==> src/hw/rtl/tpcs_pkg.sv <==
// ----------------------------------------------------------------------------
// tpcs_pkg
// Shared widths and types of the two-point code scaler.
// ----------------------------------------------------------------------------
package tpcs_pkg;

  // SCALE is 2^47 / VALUE_MAX; it fits 48 bits for any VALUE_MAX >= 1
  localparam int SCALE_SHIFT = 64 - 16 - 1;
  localparam int SCALE_W     = SCALE_SHIFT + 1;
  localparam int SLOPE_W     = 64;
  localparam int WORD_W      = 16;
  localparam int NUM_W       = 82;
  localparam int QUO_W       = 16;

  // Calibration register indexes
  localparam logic [1:0] REG_P1_VALUE = 2'd0;
  localparam logic [1:0] REG_P1_CODE  = 2'd1;
  localparam logic [1:0] REG_P2_VALUE = 2'd2;
  localparam logic [1:0] REG_P2_CODE  = 2'd3;

  typedef logic [WORD_W-1:0] word_t;

  // Coefficients formed from the calibration points
  typedef struct packed {
    logic               dc_zero;
    logic               slope_zero;
    logic [SLOPE_W-1:0] slope;
    logic [NUM_W-1:0]   add0;   // SCALE/2 - offset
    logic [NUM_W-1:0]   add1;   // offset + slope/2
  } coef_t;

  // One divider stage
  typedef struct packed {
    logic               valid;
    logic               fault;
    logic               zero;
    logic               clamp;
    logic [SLOPE_W-1:0] div;
    logic [NUM_W-1:0]   rem;
    logic [QUO_W-1:0]   quo;
    word_t              limit;
  } dstage_t;

endpackage

==> src/hw/rtl/tpcs_front.sv <==
// ----------------------------------------------------------------------------
// tpcs_front
// Numerator pipeline: split multiply, partial sum, addend, range check.
// ----------------------------------------------------------------------------
module tpcs_front #(
  parameter int VALUE_MAX = 40000,
  parameter int CODE_MAX  = 4095
) (
  input  logic              clk,
  input  logic              rst_n,
  input  logic              en,
  input  logic              in_valid,
  input  logic              in_kind,
  input  tpcs_pkg::word_t   in_operand,
  input  tpcs_pkg::coef_t   coef,
  output tpcs_pkg::dstage_t dout
);

  localparam logic [tpcs_pkg::SCALE_W-1:0] SCALE =
    tpcs_pkg::SCALE_W'((64'd1 << tpcs_pkg::SCALE_SHIFT) / VALUE_MAX);
  localparam int PP_W = 48;

  // stage A
  logic a_valid_r, a_fault_r;
  logic [PP_W-1:0] a_pl_r, a_ph_r;
  logic [tpcs_pkg::NUM_W-1:0]   a_add_r;
  logic [tpcs_pkg::SLOPE_W-1:0] a_div_r;
  tpcs_pkg::word_t a_lim_r;
  // stage B
  logic b_valid_r, b_fault_r;
  logic [tpcs_pkg::NUM_W-1:0]   b_prod_r, b_add_r;
  logic [tpcs_pkg::SLOPE_W-1:0] b_div_r;
  tpcs_pkg::word_t b_lim_r;
  // stage C
  logic c_valid_r, c_fault_r;
  logic [tpcs_pkg::NUM_W-1:0]   c_n_r;
  logic [tpcs_pkg::SLOPE_W-1:0] c_div_r;
  tpcs_pkg::word_t c_lim_r;
  // stage D
  tpcs_pkg::dstage_t d_r, d_nxt;

  logic [tpcs_pkg::SLOPE_W-1:0] mult;
  logic neg;

  assign mult = in_kind ? tpcs_pkg::SLOPE_W'(SCALE) : coef.slope;
  assign neg  = c_n_r[tpcs_pkg::NUM_W-1];

  always_comb begin
    d_nxt       = d_r;
    d_nxt.valid = c_valid_r;
    d_nxt.fault = c_fault_r;
    d_nxt.zero  = c_fault_r | neg;
    d_nxt.clamp = !neg && (c_n_r >= {2'b00, c_div_r, 16'h0000});
    d_nxt.div   = c_div_r;
    d_nxt.rem   = c_n_r;
    d_nxt.quo   = '0;
    d_nxt.limit = c_lim_r;
  end

  // Advance valid bits
  always_ff @(posedge clk) begin
    if (!rst_n) begin
      a_valid_r <= 1'b0;
      b_valid_r <= 1'b0;
      c_valid_r <= 1'b0;
      d_r.valid <= 1'b0;
    end else if (en) begin
      a_valid_r <= in_valid;
      b_valid_r <= a_valid_r;
      c_valid_r <= b_valid_r;
      d_r.valid <= d_nxt.valid;
    end
  end

  // Advance payload
  always_ff @(posedge clk) begin
    if (en) begin
      a_fault_r <= coef.dc_zero | (in_kind & coef.slope_zero);
      a_pl_r    <= PP_W'(mult[31:0]) * PP_W'(in_operand);
      a_ph_r    <= PP_W'(mult[63:32]) * PP_W'(in_operand);
      a_add_r   <= in_kind ? coef.add1 : coef.add0;
      a_div_r   <= in_kind ? coef.slope : tpcs_pkg::SLOPE_W'(SCALE);
      a_lim_r   <= in_kind ? tpcs_pkg::WORD_W'(CODE_MAX) : tpcs_pkg::WORD_W'(VALUE_MAX);
      b_fault_r <= a_fault_r;
      b_prod_r  <= tpcs_pkg::NUM_W'(a_pl_r) + (tpcs_pkg::NUM_W'(a_ph_r) << 32);
      b_add_r   <= a_add_r;
      b_div_r   <= a_div_r;
      b_lim_r   <= a_lim_r;
      c_fault_r <= b_fault_r;
      c_n_r     <= b_prod_r + b_add_r;
      c_div_r   <= b_div_r;
      c_lim_r   <= b_lim_r;
      d_r.fault <= d_nxt.fault;
      d_r.zero  <= d_nxt.zero;
      d_r.clamp <= d_nxt.clamp;
      d_r.div   <= d_nxt.div;
      d_r.rem   <= d_nxt.rem;
      d_r.quo   <= d_nxt.quo;
      d_r.limit <= d_nxt.limit;
    end
  end

  assign dout = d_r;

endmodule

==> config.mk <==
export PLATFORM = sky130hd
export DESIGN_NAME = tpcs_front
export DESIGN_NICKNAME = d
export VERILOG_FILES = /design/src/hw/rtl/tpcs_pkg.sv /design/src/hw/rtl/tpcs_front.sv
export SDC_FILE = /design/constraint.sdc
export NUM_CORES = 2
export LEC_CHECK = 0
export BUFFER_PORTS_ARGS = -buffer_cell sky130_fd_sc_hd__buf_2
export CORE_UTILIZATION = 50
export DETAILED_ROUTE_END_ITERATION = 6
export PLACE_DENSITY = 0.75
export SLEW_MARGIN = 20
export SYNTH_ARGS = -nofsm -noshare
export SYNTH_HDL_FRONTEND = slang
export SYNTH_SLANG_ARGS = --single-unit
==> constraint.sdc <==
create_clock -name clk -period 11 [get_ports clk]
set_input_delay 1.1 -clock clk [delete_from_list [all_inputs] [get_ports clk]]
set_output_delay 1.1 -clock clk [all_outputs]
set_load 0.01 [all_outputs]
==> Word level (Yosys, flattened, before mapping) <==
Cells that the tools add are included.
{ "op_classes": {"add_sub_neg": 2, "n_mul": 2, "div": 0, "n_lt_le_gt_ge": 1, "eq_ne": 0, "shift": 0, "n_mux": 3, "bitwise": 3, "n_reduce_logical": 2} }
{ "op_table": {"columns": ["cell", "count"], "rows": [
  ["32-bit by 16-bit multiplier with 48-bit output", 2],
  ["82-bit adder", 1],
  ["82-bit by 80-bit >= comparator with 1-bit output", 1],
  ["82-bit two-way mux", 1],
  ["48-bit by 80-bit adder with 81-bit output", 1],
  ["64-bit two-way mux", 1],
  ["16-bit two-way mux", 1],
  ["1-bit OR", 2],
  ["1-bit bitwise AND", 1],
  ["1-bit logical AND", 1],
  ["1-bit logical NOT", 1]
]} }
{ "word_totals": {"reg_bits": 836, "latch_bits": 0, "mem_bits_rw": 0, "rom_bits": 0, "inputBits": 251, "out_inout_bits": 182, "wordCells": 38, "mem_count": 0} }

==> Longest topological paths before layout <==
{ "depth": {"word_depth": 2, "depth_mapped": 30} }

==> Least setup slack after synthesis <==
OpenSTA, ideal clock, no wires.
{ "synth_path": {"path_kind": "input -> register", "from": "input in_kind", "to": "register a_pl_r[46], data pin", "arrival_time_ns": 7.892, "required_ns": 10.741, "setup_slack_ns": 2.849, "path_stages": 28, "path_cell_list": "clkbuf_1 > clkbuf_1 > clkbuf_1 > clkbuf_1 > nor2b_1 > clkbuf_1 > nand2_1 > fa_1 > inv_1 > fa_1 > fa_1 > fa_1 > fa_1 > inv_1 > fa_1 > inv_1 > ha_1 > buf_2 > o21a_1 > o21a_1 > o21ai_1 > nand2_1 > o21ai_0 > o31ai_4 > a221o_2 > a21oi_4 > nor3_1 > o31a_1"} }
{ "synth_via": {"elab_chain_cells": 2} }
{ "synth_lines": {"columns": ["item", "line", "text"], "rows": [
  ["start: declaration", "tpcs_front.sv:13", "input logic in_kind,"],
  ["64-bit two-way mux", "tpcs_front.sv:45", "assign mult = in_kind ? tpcs_pkg::SLOPE_W'(SCALE) : coef.slope;"],
  ["32-bit by 16-bit multiplier with 48-bit output", "tpcs_front.sv:79", "a_pl_r <= PP_W'(mult[31:0]) * PP_W'(in_operand);"],
  ["end signal: assignment", "tpcs_front.sv:79", null],
  ["end: declaration", "tpcs_front.sv:25", "logic [PP_W-1:0] a_pl_r, a_ph_r;"]
]} }
No other way between the ends.
A chain may end at the register's enable or synchronous reset.

==> Final worst setup path <==
{ "layout_path": {"from": "input in_kind", "to": "register a_ph_r[44], data pin"} }
{ "layout_via": {"elab_chain_cells": 2} }
{ "layout_lines": {"columns": ["item", "line", "text"], "rows": [
  ["64-bit two-way mux", "tpcs_front.sv:45", null],
  ["32-bit by 16-bit multiplier with 48-bit output", "tpcs_front.sv:80", "a_ph_r <= PP_W'(mult[63:32]) * PP_W'(in_operand);"],
  ["end signal: assignment", "tpcs_front.sv:80", null],
  ["end: declaration", "tpcs_front.sv:25", null]
]} }
No other way between the ends.

==> impl_metrics.env <==
export IMPL_ys_seq_area_frac=0.355
export IMPL_crit_path_start="in_kind"
export IMPL_setup_tns_ns=0
export IMPL_outcome="completed"
export IMPL_finClkSkew_ns=0.0386
export IMPL_drv_slew=0
export IMPL_firstDrtPassIters=6
export IMPL_cts_setup_buffers=0
export IMPL_powerDensity_mw_per_mm2=320
export IMPL_rows=132
export IMPL_grt_pass1_wl_mm=256
export IMPL_synth_top_cell_area_share=0.353
export IMPL_hpwl_mm=127
export IMPL_htree_levels=3
export IMPL_synthXorXnorAreaFrac=0.0278
export IMPL_portBuffers=411
export IMPL_ctsResizeCount=0
export IMPL_vias_per_cell=5.48
export IMPL_grt_overflow=0
export IMPL_antenna_found_initial=22
export IMPL_regToRegSetupSlack_ns=7.27
export IMPL_ys_ff_latch=779
export IMPL_synth_edf_count=775
export IMPL_tightest_slew_ns=1.10
export IMPL_ant_nets=0
export IMPL_drc_errors=0
export IMPL_drtIter0Drc=3782
export IMPL_die_width_um=365
export IMPL_crit_arrival_ns=8.37
export IMPL_track_usage=0.251
export IMPL_hp_start="a_add_r[65]"
export IMPL_clk_latency_ns=0.63
export IMPL_synth_compound_area_frac=0.0688
export IMPL_critPathKind="in2reg"
export IMPL_post_drt_wl_per_cell_um=20.6
export IMPL_vias=44059
export IMPL_max_freq_ghz=0.125
export IMPL_async_flop_share=0
export IMPL_cp_max_fo=94
export IMPL_yosys_area_share_adder=0.331
export IMPL_synth_distinct_cells=86
export IMPL_clock_path_buffers=3
export IMPL_reg2reg_from="b_prod_r[0]"
export IMPL_crit_path_start_kind="input port"
export IMPL_nNetsFinal=7714
export IMPL_endpoint_kind="flip-flop"
export IMPL_hold_buffers=0
export IMPL_setup_viol=0
export IMPL_period_needed_ns=8.00
export IMPL_worstPathRequired_ns=11.38
export IMPL_die_area_mm2=0.133
export IMPL_yosysTopAreaCell="edfxtp_1"
export IMPL_synth_cells=5990
export IMPL_final_cell_mix="inv_1 (972), fa_1 (838), edfxtp_1 (775)"
export IMPL_drive_above_1_share=0.117
export IMPL_area_delta_synth_final_pct=8.99
export IMPL_root_buffer="clkbuf_16"
export IMPL_ir_worst_vdd_uv=606
export IMPL_start_util=0.506
export IMPL_num_io_pins=433
export IMPL_rsz0062_at_grt="no"
export IMPL_routed_wl_mm=166
export IMPL_syn_area_per_cell_um2=11.0
export IMPL_routabilityCongestion=0.940
export IMPL_relSlewSlack=0.262
export IMPL_grt_pass1_vias=45301
export IMPL_synthesis_area_mm2=0.0659
export IMPL_synth_main_ff_cell="edfxtp_1"
export IMPL_drv_cap=0
export IMPL_hold_viol=0
export IMPL_finalCritPeriodShare=0.727
export IMPL_pre_cts_ws_ns=2.32
export IMPL_synth_simple_area_share=0.127
export IMPL_synth_mux_area_frac=0.0146
export IMPL_cts_num_sinks=779
export IMPL_synth_area_leaders="edfxtp_1 (35%), fa_1 (25%), ha_1 (7.6%)"
export IMPL_synth_top_family_by_area="adder cells"
export IMPL_hold_slack_ns=0.397
export IMPL_hold_class="reg2reg"
export IMPL_final_common_cell="inv_1"
export IMPL_cts_buffers=68
export IMPL_ys_warn_count=0
export IMPL_grt_max_degree=198
export IMPL_die_y_um=365
export IMPL_leakage_nw=31.9
export IMPL_cts_tree="done"
export IMPL_path_clk_slew_ns=0.07
export IMPL_core_area_mm2=0.130
export IMPL_timing_final_ws_setup_ns=3.00
## cell families (layout without fill, tap and decap cells)
group / after synthesis / after routing
adder cells (fa/ha/maj): 1239 / 1239
AO/OA/AOI/OAI: 695 / 695
XOR/XNOR: 209 / 209
buffers and inverters: 1292 / 1562
flip-flops: 779 / 779
multiplexers: 86 / 86
AND/OR/NAND/NOR: 1688 / 1688
other: 2 / 36
## cell type report
class,count,area (µm²)
fillers,10915,58400
multi-input cells,3938,37600
flip-flops and latches,779,23400
inverters,972,3650
repair buffers,465,2540
well taps,1742,2180
clock buffers,80,1820
clock inverters,45,582
diodes,15,37.5
## routing by layer
metal	global-route usage	vias to the layer above	routed length (µm)
met5	0	-	22
li1	-	19717	-
met2	0.394	2024	75500
met1	0.355	22013	70400
met3	0.0444	301	14700
met4	0.0826	4	5040
## flip-flops by register name, indices dropped and copies added (netlist names)
register	cells
dout	152
a_add_r	82
b_add_r	82
c_n_r	82
b_prod_r	81
a_div_r	64
b_div_r	64
c_div_r	64
a_ph_r	48
a_pl_r	48
a_lim_r	2
b_lim_r	2
c_lim_r	2
a_fault_r	1
a_valid_r	1
b_fault_r	1
b_valid_r	1
c_fault_r	1
c_valid_r	1
## where the power goes
group	total [mW]	internal (mW)	switching, mW
Combinational	15.4	6.20	9.22
Clock	2.55	1.48	1.06
Sequential	5.03	4.69	0.340
Total	23.0	12.4	10.6
## Yosys cell counts (5+ instances only)
master      n
a211o_1     6
a211oi_1   15
a21boi_1    5
a21o_1    137
a21oi_1   218
a21oi_2     7
a221oi_1    6
a31oi_1    23
and2_1    474
and3_1     23
and4_1      6
buf_1       8
buf_2      26
buf_4      30
clkbuf_1  251
edfxtp_1  775
fa_1      838
ha_1      401
inv_1     972
mux2_2     82
nand2_1   744
nand2b_1   40
nand3_1    44
nand4_1    68
nor2_1    127
nor2b_1    69
nor3_1     34
nor3b_1     5
nor4_1     10
o211ai_1   15
o21a_1     31
o21ai_0   115
o21ai_1    17
o21bai_1   37
o31ai_1    10
or2_2      22
or3_1       8
or4_1       5
xnor2_1   140
xor2_1     69
## metrics by stage
stage / total power [mW] / cell area (µm²) / cells / util
floorplan: 16.4 / 65900 / 6009 / -
global placement: 20.0 / 69300 / 7896 / 0.533
detailed placement: 20.2 / 69300 / 7896 / 0.533
CTS: 22.8 / 71700 / 8021 / 0.551
global route: 25.0 / 71800 / 8029 / 0.551
finish: 23.0 / 71800 / 8036 / 0.552
## final timing paths
path,end,depth (start not counted)
worst max-delay path,a_ph_r[44],21
worst min-delay path,b_add_r[65],0
worst max register to register,c_n_r[76],13
worst min register to register,b_add_r[65],0
## critical path, stage by stage
cell and delay (ns):
buf_6 0.27, buf_12 0.31, nor2b_2 0.94, nand2_1 0.18, fa_1 0.54, fa_1 0.46, fa_1 0.55, inv_1 0.07
fa_1 0.47, fa_1 0.52, inv_1 0.05, fa_1 0.55, inv_1 0.07, ha_1 0.36, a21o_1 0.21, or4_1 0.53
o211ai_1 0.27, nand2_1 0.14, a31o_2 0.26, a21oi_1 0.18, xnor2_1 0.09
Note: power is estimated with default switching activity, not from simulation.
