File: src/hw/rtl/tpcs_pkg.sv
// ----------------------------------------------------------------------------
// tpcs_pkg
// Shared widths and types of the two-point code scaler.
// ----------------------------------------------------------------------------
package tpcs_pkg;

  // SCALE is 2^47 / VALUE_MAX; it fits 48 bits for any VALUE_MAX >= 1
  localparam int SCALE_SHIFT = 64 - 16 - 1;
  localparam int SCALE_W     = SCALE_SHIFT + 1;
  localparam int SLOPE_W     = 64;
  localparam int WORD_W      = 16;
  localparam int NUM_W       = 82;
  localparam int QUO_W       = 16;

  // Calibration register indexes
  localparam logic [1:0] REG_P1_VALUE = 2'd0;
  localparam logic [1:0] REG_P1_CODE  = 2'd1;
  localparam logic [1:0] REG_P2_VALUE = 2'd2;
  localparam logic [1:0] REG_P2_CODE  = 2'd3;

  typedef logic [WORD_W-1:0] word_t;

  // Coefficients formed from the calibration points
  typedef struct packed {
    logic               dc_zero;
    logic               slope_zero;
    logic [SLOPE_W-1:0] slope;
    logic [NUM_W-1:0]   add0;   // SCALE/2 - offset
    logic [NUM_W-1:0]   add1;   // offset + slope/2
  } coef_t;

  // One divider stage
  typedef struct packed {
    logic               valid;
    logic               fault;
    logic               zero;
    logic               clamp;
    logic [SLOPE_W-1:0] div;
    logic [NUM_W-1:0]   rem;
    logic [QUO_W-1:0]   quo;
    word_t              limit;
  } dstage_t;

endpackage

File: src/hw/rtl/tpcs_coef.sv
// ----------------------------------------------------------------------------
// tpcs_coef
// Calibration registers and the sequencer that forms slope and offset:
// a 64-bit restoring divide followed by a 16-bit shift-add multiply.
// ----------------------------------------------------------------------------
module tpcs_coef #(
  parameter int VALUE_MAX = 40000
) (
  input  logic                   clk,
  input  logic                   rst_n,
  input  logic                   cfg_we,
  input  logic [1:0]             cfg_index,
  input  tpcs_pkg::word_t        cfg_data,
  output logic                   busy,
  output tpcs_pkg::coef_t        coef
);

  localparam logic [tpcs_pkg::SCALE_W-1:0] SCALE =
    tpcs_pkg::SCALE_W'((64'd1 << tpcs_pkg::SCALE_SHIFT) / VALUE_MAX);

  localparam logic [2:0] ST_IDLE  = 3'd0;
  localparam logic [2:0] ST_START = 3'd1;
  localparam logic [2:0] ST_DIV   = 3'd2;
  localparam logic [2:0] ST_MUL   = 3'd3;
  localparam logic [2:0] ST_FIN   = 3'd4;

  tpcs_pkg::word_t p1v_r, p1c_r, p2v_r, p2c_r;
  logic [2:0]      phase_r, phase_nxt;
  logic [5:0]      cnt_r, cnt_nxt;
  logic [tpcs_pkg::SLOPE_W-1:0] num_r, num_nxt;
  tpcs_pkg::word_t dc_r, dc_nxt;
  tpcs_pkg::word_t rem_r, rem_nxt;
  logic [tpcs_pkg::NUM_W-1:0] acc_r, acc_nxt;
  logic [tpcs_pkg::NUM_W-1:0] mcand_r, mcand_nxt;
  tpcs_pkg::word_t mplier_r, mplier_nxt;
  tpcs_pkg::coef_t coef_r, coef_nxt;

  tpcs_pkg::word_t dp, dc;
  logic [tpcs_pkg::WORD_W:0] rem2;
  logic                      ge;

  // Write the calibration registers
  always_ff @(posedge clk) begin
    if (!rst_n) begin
      p1v_r <= '0;
      p1c_r <= '0;
      p2v_r <= '0;
      p2c_r <= '0;
    end else if (cfg_we) begin
      case (cfg_index)
        tpcs_pkg::REG_P1_VALUE: p1v_r <= cfg_data;
        tpcs_pkg::REG_P1_CODE:  p1c_r <= cfg_data;
        tpcs_pkg::REG_P2_VALUE: p2v_r <= cfg_data;
        tpcs_pkg::REG_P2_CODE:  p2c_r <= cfg_data;
        default: ;
      endcase
    end
  end

  // Sequence the coefficient computation
  always_comb begin
    phase_nxt  = phase_r;
    cnt_nxt    = cnt_r;
    num_nxt    = num_r;
    dc_nxt     = dc_r;
    rem_nxt    = rem_r;
    acc_nxt    = acc_r;
    mcand_nxt  = mcand_r;
    mplier_nxt = mplier_r;
    coef_nxt   = coef_r;
    dp   = p2v_r - p1v_r;
    dc   = p2c_r - p1c_r;
    rem2 = {rem_r, num_r[tpcs_pkg::SLOPE_W-1]};
    ge   = (rem2 >= {1'b0, dc_r});
    case (phase_r)
      ST_START: begin
        num_nxt = tpcs_pkg::SLOPE_W'(SCALE) * tpcs_pkg::SLOPE_W'(dp)
                + tpcs_pkg::SLOPE_W'(dc >> 1);
        dc_nxt  = dc;
        rem_nxt = '0;
        acc_nxt = '0 - (tpcs_pkg::NUM_W'(SCALE) * tpcs_pkg::NUM_W'(p1v_r));
        cnt_nxt = '0;
        phase_nxt = ST_DIV;
      end
      ST_DIV: begin
        // one quotient bit per cycle
        rem_nxt = ge ? tpcs_pkg::WORD_W'(rem2 - {1'b0, dc_r})
                     : rem2[tpcs_pkg::WORD_W-1:0];
        num_nxt = {num_r[tpcs_pkg::SLOPE_W-2:0], ge};
        cnt_nxt = cnt_r + 6'd1;
        if (cnt_r == 6'(tpcs_pkg::SLOPE_W - 1)) begin
          cnt_nxt    = '0;
          mcand_nxt  = tpcs_pkg::NUM_W'(num_nxt);
          mplier_nxt = p1c_r;
          phase_nxt  = ST_MUL;
        end
      end
      ST_MUL: begin
        // accumulate slope * point1_code
        if (mplier_r[0]) begin
          acc_nxt = acc_r + mcand_r;
        end
        mcand_nxt  = mcand_r << 1;
        mplier_nxt = mplier_r >> 1;
        cnt_nxt    = cnt_r + 6'd1;
        if (cnt_r == 6'(tpcs_pkg::WORD_W - 1)) begin
          phase_nxt = ST_FIN;
        end
      end
      ST_FIN: begin
        coef_nxt.dc_zero    = (dc_r == '0);
        coef_nxt.slope_zero = (num_r == '0);
        coef_nxt.slope      = num_r;
        coef_nxt.add0       = tpcs_pkg::NUM_W'(SCALE >> 1) - acc_r;
        coef_nxt.add1       = acc_r + tpcs_pkg::NUM_W'(num_r >> 1);
        phase_nxt           = ST_IDLE;
      end
      default: ;
    endcase
    if (cfg_we) begin
      phase_nxt = ST_START;
    end
  end

  always_ff @(posedge clk) begin
    if (!rst_n) begin
      phase_r <= ST_START;
      cnt_r   <= '0;
    end else begin
      phase_r <= phase_nxt;
      cnt_r   <= cnt_nxt;
    end
  end

  always_ff @(posedge clk) begin
    num_r    <= num_nxt;
    dc_r     <= dc_nxt;
    rem_r    <= rem_nxt;
    acc_r    <= acc_nxt;
    mcand_r  <= mcand_nxt;
    mplier_r <= mplier_nxt;
    coef_r   <= coef_nxt;
  end

  assign busy = (phase_r != ST_IDLE);
  assign coef = coef_r;

endmodule

File: config.mk
export PLATFORM = sky130hd
export DESIGN_NAME = tpcs_coef
export DESIGN_NICKNAME = d
export VERILOG_FILES = /design/src/hw/rtl/tpcs_pkg.sv /design/src/hw/rtl/tpcs_coef.sv
export SDC_FILE = /design/constraint.sdc
export NUM_CORES = 2
export LEC_CHECK = 0
export BUFFER_PORTS_ARGS = -buffer_cell sky130_fd_sc_hd__buf_4
export CORE_UTILIZATION = 55
export DETAILED_ROUTE_END_ITERATION = 10
export GPL_TIMING_DRIVEN = 1
export PLACE_DENSITY = 0.73
export RECOVER_POWER = 100
export SLEW_MARGIN = 20
export SYNTH_ARGS = -nofsm -noshare
export SYNTH_HDL_FRONTEND = slang
export SYNTH_SLANG_ARGS = --single-unit
File: constraint.sdc
create_clock -name clk -period 18.3 [get_ports clk]
set_clock_uncertainty 0.05 [all_clocks]
set_input_delay 0.915 -clock clk [delete_from_list [all_inputs] [get_ports clk]]
set_output_delay 0.915 -clock clk [all_outputs]
set_load 0.02 [all_outputs]
After elaboration in Yosys (flattened, before gate mapping)
Index checks and enable logic that the tools add are counted.
{"block": "classes", "n_mul": 2, "eq_ne": 12, "reduce_logical": 17, "add_sub_neg": 9, "bitwise_logic": 1, "n_lt_le_gt_ge": 1, "muxes": 14}
{"cell": "one-hot mux 82 bit (2 select lines)", "count": 2}
{"cell": "two-way mux 82 bit", "count": 2}
{"cell": "one-hot mux 64 bit (2 select lines)", "count": 1}
{"cell": "multiplier 29 x 16 -> 45 bit, first input constant", "count": 2}
{"cell": "adder 82 x 63 -> 82 bit", "count": 1}
{"cell": "adder 82 bit", "count": 1}
{"cell": "subtractor 31 x 82 -> 82 bit, first input constant", "count": 1}
{"cell": "logical NOT 64 bit", "count": 1}
{"cell": "one-hot mux 16 bit (2 select lines)", "count": 2}
{"cell": "adder 48 x 15 -> 49 bit", "count": 1}
{"cell": "subtractor 1 x 48 -> 49 bit, first input constant", "count": 1}
{"cell": "subtractor 16 bit", "count": 3}
{"cell": "two-way mux 16 bit", "count": 2}
{"cell": "one-hot mux 6 bit (3 select lines)", "count": 1}
{"cell": "greater-or-equal comparator 17 x 16 -> 1 bit", "count": 1}
{"cell": "logical NOT 16 bit", "count": 1}
{"cell": "one-hot mux 3 bit (4 select lines)", "count": 1}
{"cell": "AND reduction 2 bit", "count": 6}
{"cell": "adder 6 x 1 -> 6 bit, second input constant", "count": 1}
{"cell": "== test 3 x 2 -> 1 bit, second input constant", "count": 2}
{"cell": "== test 6 x 4 -> 1 bit, second input constant", "count": 1}
{"cell": "== test 6 bit, second input constant", "count": 1}
{"cell": "two-way mux 3 bit", "count": 2}
{"cell": "two-way mux 6 bit", "count": 1}
{"cell": "12 further kinds", "count": 18}
{"block": "word_totals", "in_bits": 21, "register_bits": 579, "elab_cells": 73, "out_inout_bits": 231}

Longest topological paths before layout
{"block": "depth", "depth_word": 4, "depth_mapped": 43, "ltp_nobuf": 41}

Worst setup path after synthesis
Ideal clock, no wire load.
{"block": "synth_path", "path_kind": "reg-to-reg", "startpoint": "register p1v_r[0]", "endpoint": "register num_r[46] (netlist bit) (data pin)", "arrival_ns": 10.225, "stages_incl_launch_ff": 39, "required_ns": 17.986, "path_buffers": 0, "setup_ns": 0.264, "period_less_slack_ns": 10.539, "slack_ns": 7.761, "path_cell_list": "dfxtp_1 -> ha_1 -> inv_1 -> fa_1 -> a21o_1 -> a21oi_1 -> o21bai_1 -> a21oi_1 -> o21bai_1 -> a21oi_1 -> o21bai_1 -> a21oi_1 -> o21ai_0 -> a21o_1 -> a21o_1 -> xnor2_1 -> fa_1 -> inv_1 -> [... 3 more ...] -> inv_1 -> fa_1 -> inv_1 -> fa_1 -> inv_1 -> ha_1 -> nand4_1 -> or2_2 -> or3_1 -> a31oi_1 -> o211ai_1 -> a21boi_0 -> a221oi_1 -> xor2_1 -> or4_1 -> nor4_1 -> xnor2_1 -> o21ai_1"}
{"block": "synth_between", "elab_chain_len": 4}
{"element": "start, declared", "line": "tpcs_coef.sv:27", "rtl": "tpcs_pkg::word_t p1v_r, p1c_r, p2v_r, p2c_r;"}
{"element": "start signal, assigned", "line": "tpcs_coef.sv:51", "rtl": "tpcs_pkg::REG_P1_VALUE: p1v_r <= cfg_data;"}
{"element": "subtractor 16 bit", "line": "tpcs_coef.sv:71", "rtl": "dp = p2v_r - p1v_r;"}
{"element": "multiplier 29 x 16 -> 45 bit", "line": "tpcs_coef.sv:77", "rtl": "num_nxt = tpcs_pkg::SLOPE_W'(SCALE) * tpcs_pkg::SLOPE_W'(dp)"}
{"element": "adder 48 x 15 -> 49 bit", "line": "tpcs_coef.sv:78", "rtl": "+ tpcs_pkg::SLOPE_W'(dc >> 1);"}
{"element": "one-hot mux 64 bit (2 select lines)", "line": "tpcs_coef.sv:75", "rtl": "case (phase_r)"}
{"element": "net num_nxt (one bit)", "line": "tpcs_coef.sv:30", "rtl": "logic [tpcs_pkg::SLOPE_W-1:0] num_r, num_nxt;"}
{"element": "end signal, assigned", "line": "tpcs_coef.sv:136", "rtl": "num_r <= num_nxt;"}
{"element": "end, declared", "line": "tpcs_coef.sv:30"}
The timed path passes the listed nets, and every way through them passes these cells.
A chain may end at the register's enable or synchronous reset.

Worst setup path after layout
{"block": "layout_path", "startpoint": "register p1v_r[1]", "endpoint": "register num_r[46] (netlist bit) (data pin)"}
Same word-level chain as after synthesis.

==> key figures <==
Cells and area
  • Layout Utilization: 0.602
  • Nets: between 6000 and 7000
  • Synthesis-to-finish area growth: 8.46%
  • Fillers: 8264
  • Share of layout cells above drive strength 1: 0.0296
  • Final Non-Filler Cells: slightly below 7000

Placed design
  • Port-buffer cells: 251
  • Routability congestion estimate: 1.03
  • DPL Wire Length: 127 mm
  • Placed instance count: 6676

Yosys
  • Syn avg cell area: 9.79 sq um
  • Post-synth EDFFs: between 500 and 600
  • Unique masters post-synth: slightly above 90
  • Post-Syn Area: approximately 0.052 sq mm
  • Post-synthesis sequential area ratio: 0.322
  • Post-synthesis instance total: roughly 5300
  • Mapped Nets: 6225
  • Seq cells post-synth: 579
  • Area contributors post-synth: edfxtp_1, fa_1, ha_1
  • Synth Warn #: 0
  • Synth area leader: edfxtp_1
  • Async S/R FF share, synth: 0
  • Area share of the largest cell type after synthesis: 0.293
  • Most used DFF post-synth: edfxtp_1

Global route
  • Vias in the first global route: between 30000 and 40000
  • Largest net degree at the start of global routing: between 80 and 90
  • GR Util met3: 0.0510
  • Initial antenna violation count: 3
  • Top Usage Layer GRT: met2
  • Met1 Use GR: 0.449
  • Routing usage on met2: 0.515
  • Total global routing overflow: 0
  • First-pass GRT wire length: between 200 and 250 mm
  • Gr usage total: 0.326

Setup path
  • Worst r2r src: p1v_r[1]$_SDFFE_PN0P_
  • Most used cell along the critical path: fa_1
  • Crit Path Category: reg -> reg
  • Crit path max-delay cell type: xnor2_1
  • Data arrival, critical path: 11.75 ns
  • Worst path max stage delay: between 0.5 and 0.6 ns
  • Worst Setup End Kind: flop
  • Setup crit start: p1v_r[1]$_SDFFE_PN0P_
  • CP Max Fanout: 7
  • CP Launch Type: flop
  • CP Data Required Time: around 19 ns

Hold path
  • Hold path startpoint: p1c_r[11]$_SDFFE_PN0P_
  • Hold WC Path Type: reg -> reg

Routing
  • DRT antenna net count: 0
  • Routed wire per std cell: 22.9 microns
  • DRC: 0
  • Pre-Repair DR Iteration Count: 9
  • DRC violation total after the first TritonRoute iteration: around 3700
  • Via Count: 40300
  • WL final: 156 mm
  • Average vias per placed instance: ~5.9

Clock tree
  • Hold Buf Count CTS: 0
  • Cts repair resizes: 0
  • TritonCTS clock tree: built
  • Clock Path Buffers: 3
  • CTS sink cnt: 579
  • Clk Latency, worst-skew pair: roughly 0.65 ns
  • Root buf cell: clkbuf_16
  • Clk pin slew, worst setup/hold paths: 0.06 ns
  • Total CTS buffers: 67
  • Post-CTS setup buffers: 0
  • CTS HTree Levels: 3

Die
  • Rows: 112
  • Full die area: 0.0954 sq mm
  • DIE HEIGHT: 309 microns
  • Core area: 0.0933 sq mm
  • Initial Util: 0.555
  • Io pins: 252
  • Die width: 309 microns

Timing
  • Slew margin rel.: -1.60
  • Hold Violations, Final: 0
  • Min Tclk post-route: 11.47 ns
  • Count of final setup violators: 0
  • F_max: 87.2 MHz
  • Fin. max-slew vios: about 910
  • Final setup TNS: 0 ns
  • Final Cycle Share: 0.627
  • RSZ-0062 raised after global routing: false
  • Slew @ Worst Pin: 3.90 ns

Status
  • Status: finished, violations left
  • Failing checks: capacitance limit, slew limit

Run
  • Max Cap Violations: 18
==> cell usage after synthesis, drive strengths merged, types with 13 or more instances <==
library cell / count
nand4: 72
o31ai: 21
clkbuf: 155
xor2: 157
and4: 13
or4: 15
edfxtp: 506
ha: 552
buf: 21
a21boi: 91
o21bai: 51
nor4: 53
a31oi: 41
nor3: 82
xnor2: 260
a211oi: 26
nand2: 617
nor2: 271
nand3b: 17
inv: 573
nand2b: 41
or2: 17
and2: 36
or3: 30
mux2i: 21
nor2b: 45
dfxtp: 73
fa: 362
o211ai: 17
a21o: 151
o21a: 27
and3: 72
a21oi: 321
o21ai: 254
nand3: 75
==> per-layer routing <==
metal	vias up	part of all wire
li1	18900	-
met1	19500	0.43
met2	1574	0.45
met3	280	0.077
met4	0	0.044
met5	-	0
==> final cells by class <==
type,instances,area (sq um),share of cell area
multi-input cells,3962,32200,0.574
flip-flops and latches,579,16700,0.297
repair buffers,308,1260,0.0225
inverters,573,2150,0.0383
diodes,6,15.0,0.000267
clock inverters,40,495,0.00882
well taps,1254,1570,0.0279
clock buffers,81,1780,0.0317
==> stage by stage <==
stage	area [sq um]	setup slack [ns]	hold WS (ns)
after detailed placement	55000	6.91	0.408
after global placement	55000	7.11	0.403
after CTS	57300	6.86	0.416
after global routing	56100	6.06	0.437
final	56100	6.83	0.413
after floorplan	51800	7.76	0.393
==> flip-flops by register name, summed over array words and instances (netlist names), 64 cells and up <==
name,count
num_r,64
mcand_r,82
acc_r,82
coef,230
==> final timing paths <==
| path | to | slack [ns] | cells past startpoint |
|---|---|---|---|
| max | num_r[46]$_DFFE_PP_ | 6.83 | 37 |
| min | p1c_r[11]$_SDFFE_PN0P_ | 0.41 | 2 |
| max reg2reg | num_r[46]$_DFFE_PP_ | 6.83 | 37 |
| min reg2reg | p1c_r[11]$_SDFFE_PN0P_ | 0.41 | 2 |
==> critical path, delay by kind of cell, from the launching register on <==
kind	cells	cell delay [ns]
buffers and inverters	5	0.50
AND/OR/NAND/NOR	7	2.41
adder cells (fa/ha/maj)	8	4.01
flip-flops	1	0.52
AO/OA/AOI/OAI	14	2.65
XOR/XNOR	3	1.02
==> cells by family after synthesis <==
kind of cell,synth area share
flops,0.322
compound gates,0.139
xor+xnor,0.0705
mux,0.00471
fa+ha+maj,0.273
buf+inv,0.0550
simple gates,0.136
==> cells in the final DEF (no fill, tap or decap), types with 11 or more instances in the layout <==
cell       instances
nor2b_1           45
o31ai_1           21
or2_2             16
a211oi_1          26
nand4_1           72
a21oi_1          321
a221oi_1          12
nor2_1           271
clkbuf_1         290
mux2i_1           21
xnor2_1          260
a41oi_1           11
ha_1             552
a21boi_0          90
nand2_1          616
buf_4             29
nand3_1           74
and4_1            13
clkbuf_16         69
or4_1             14
o211ai_1          16
and2_1            30
nor4_1            52
nand2b_1          41
fa_1             362
o21bai_1          51
a21o_1           151
or3_1             30
xor2_1           157
and3_1            72
a31oi_1           41
dfxtp_1           73
nand3b_1          17
inv_1            573
nor3_1            82
edfxtp_1         506
o21ai_0          250
o21a_1            27
Power is left out: the tool's default activity adds up to more than one toggle a clock period on the data nets, which glitch-free logic cannot reach.
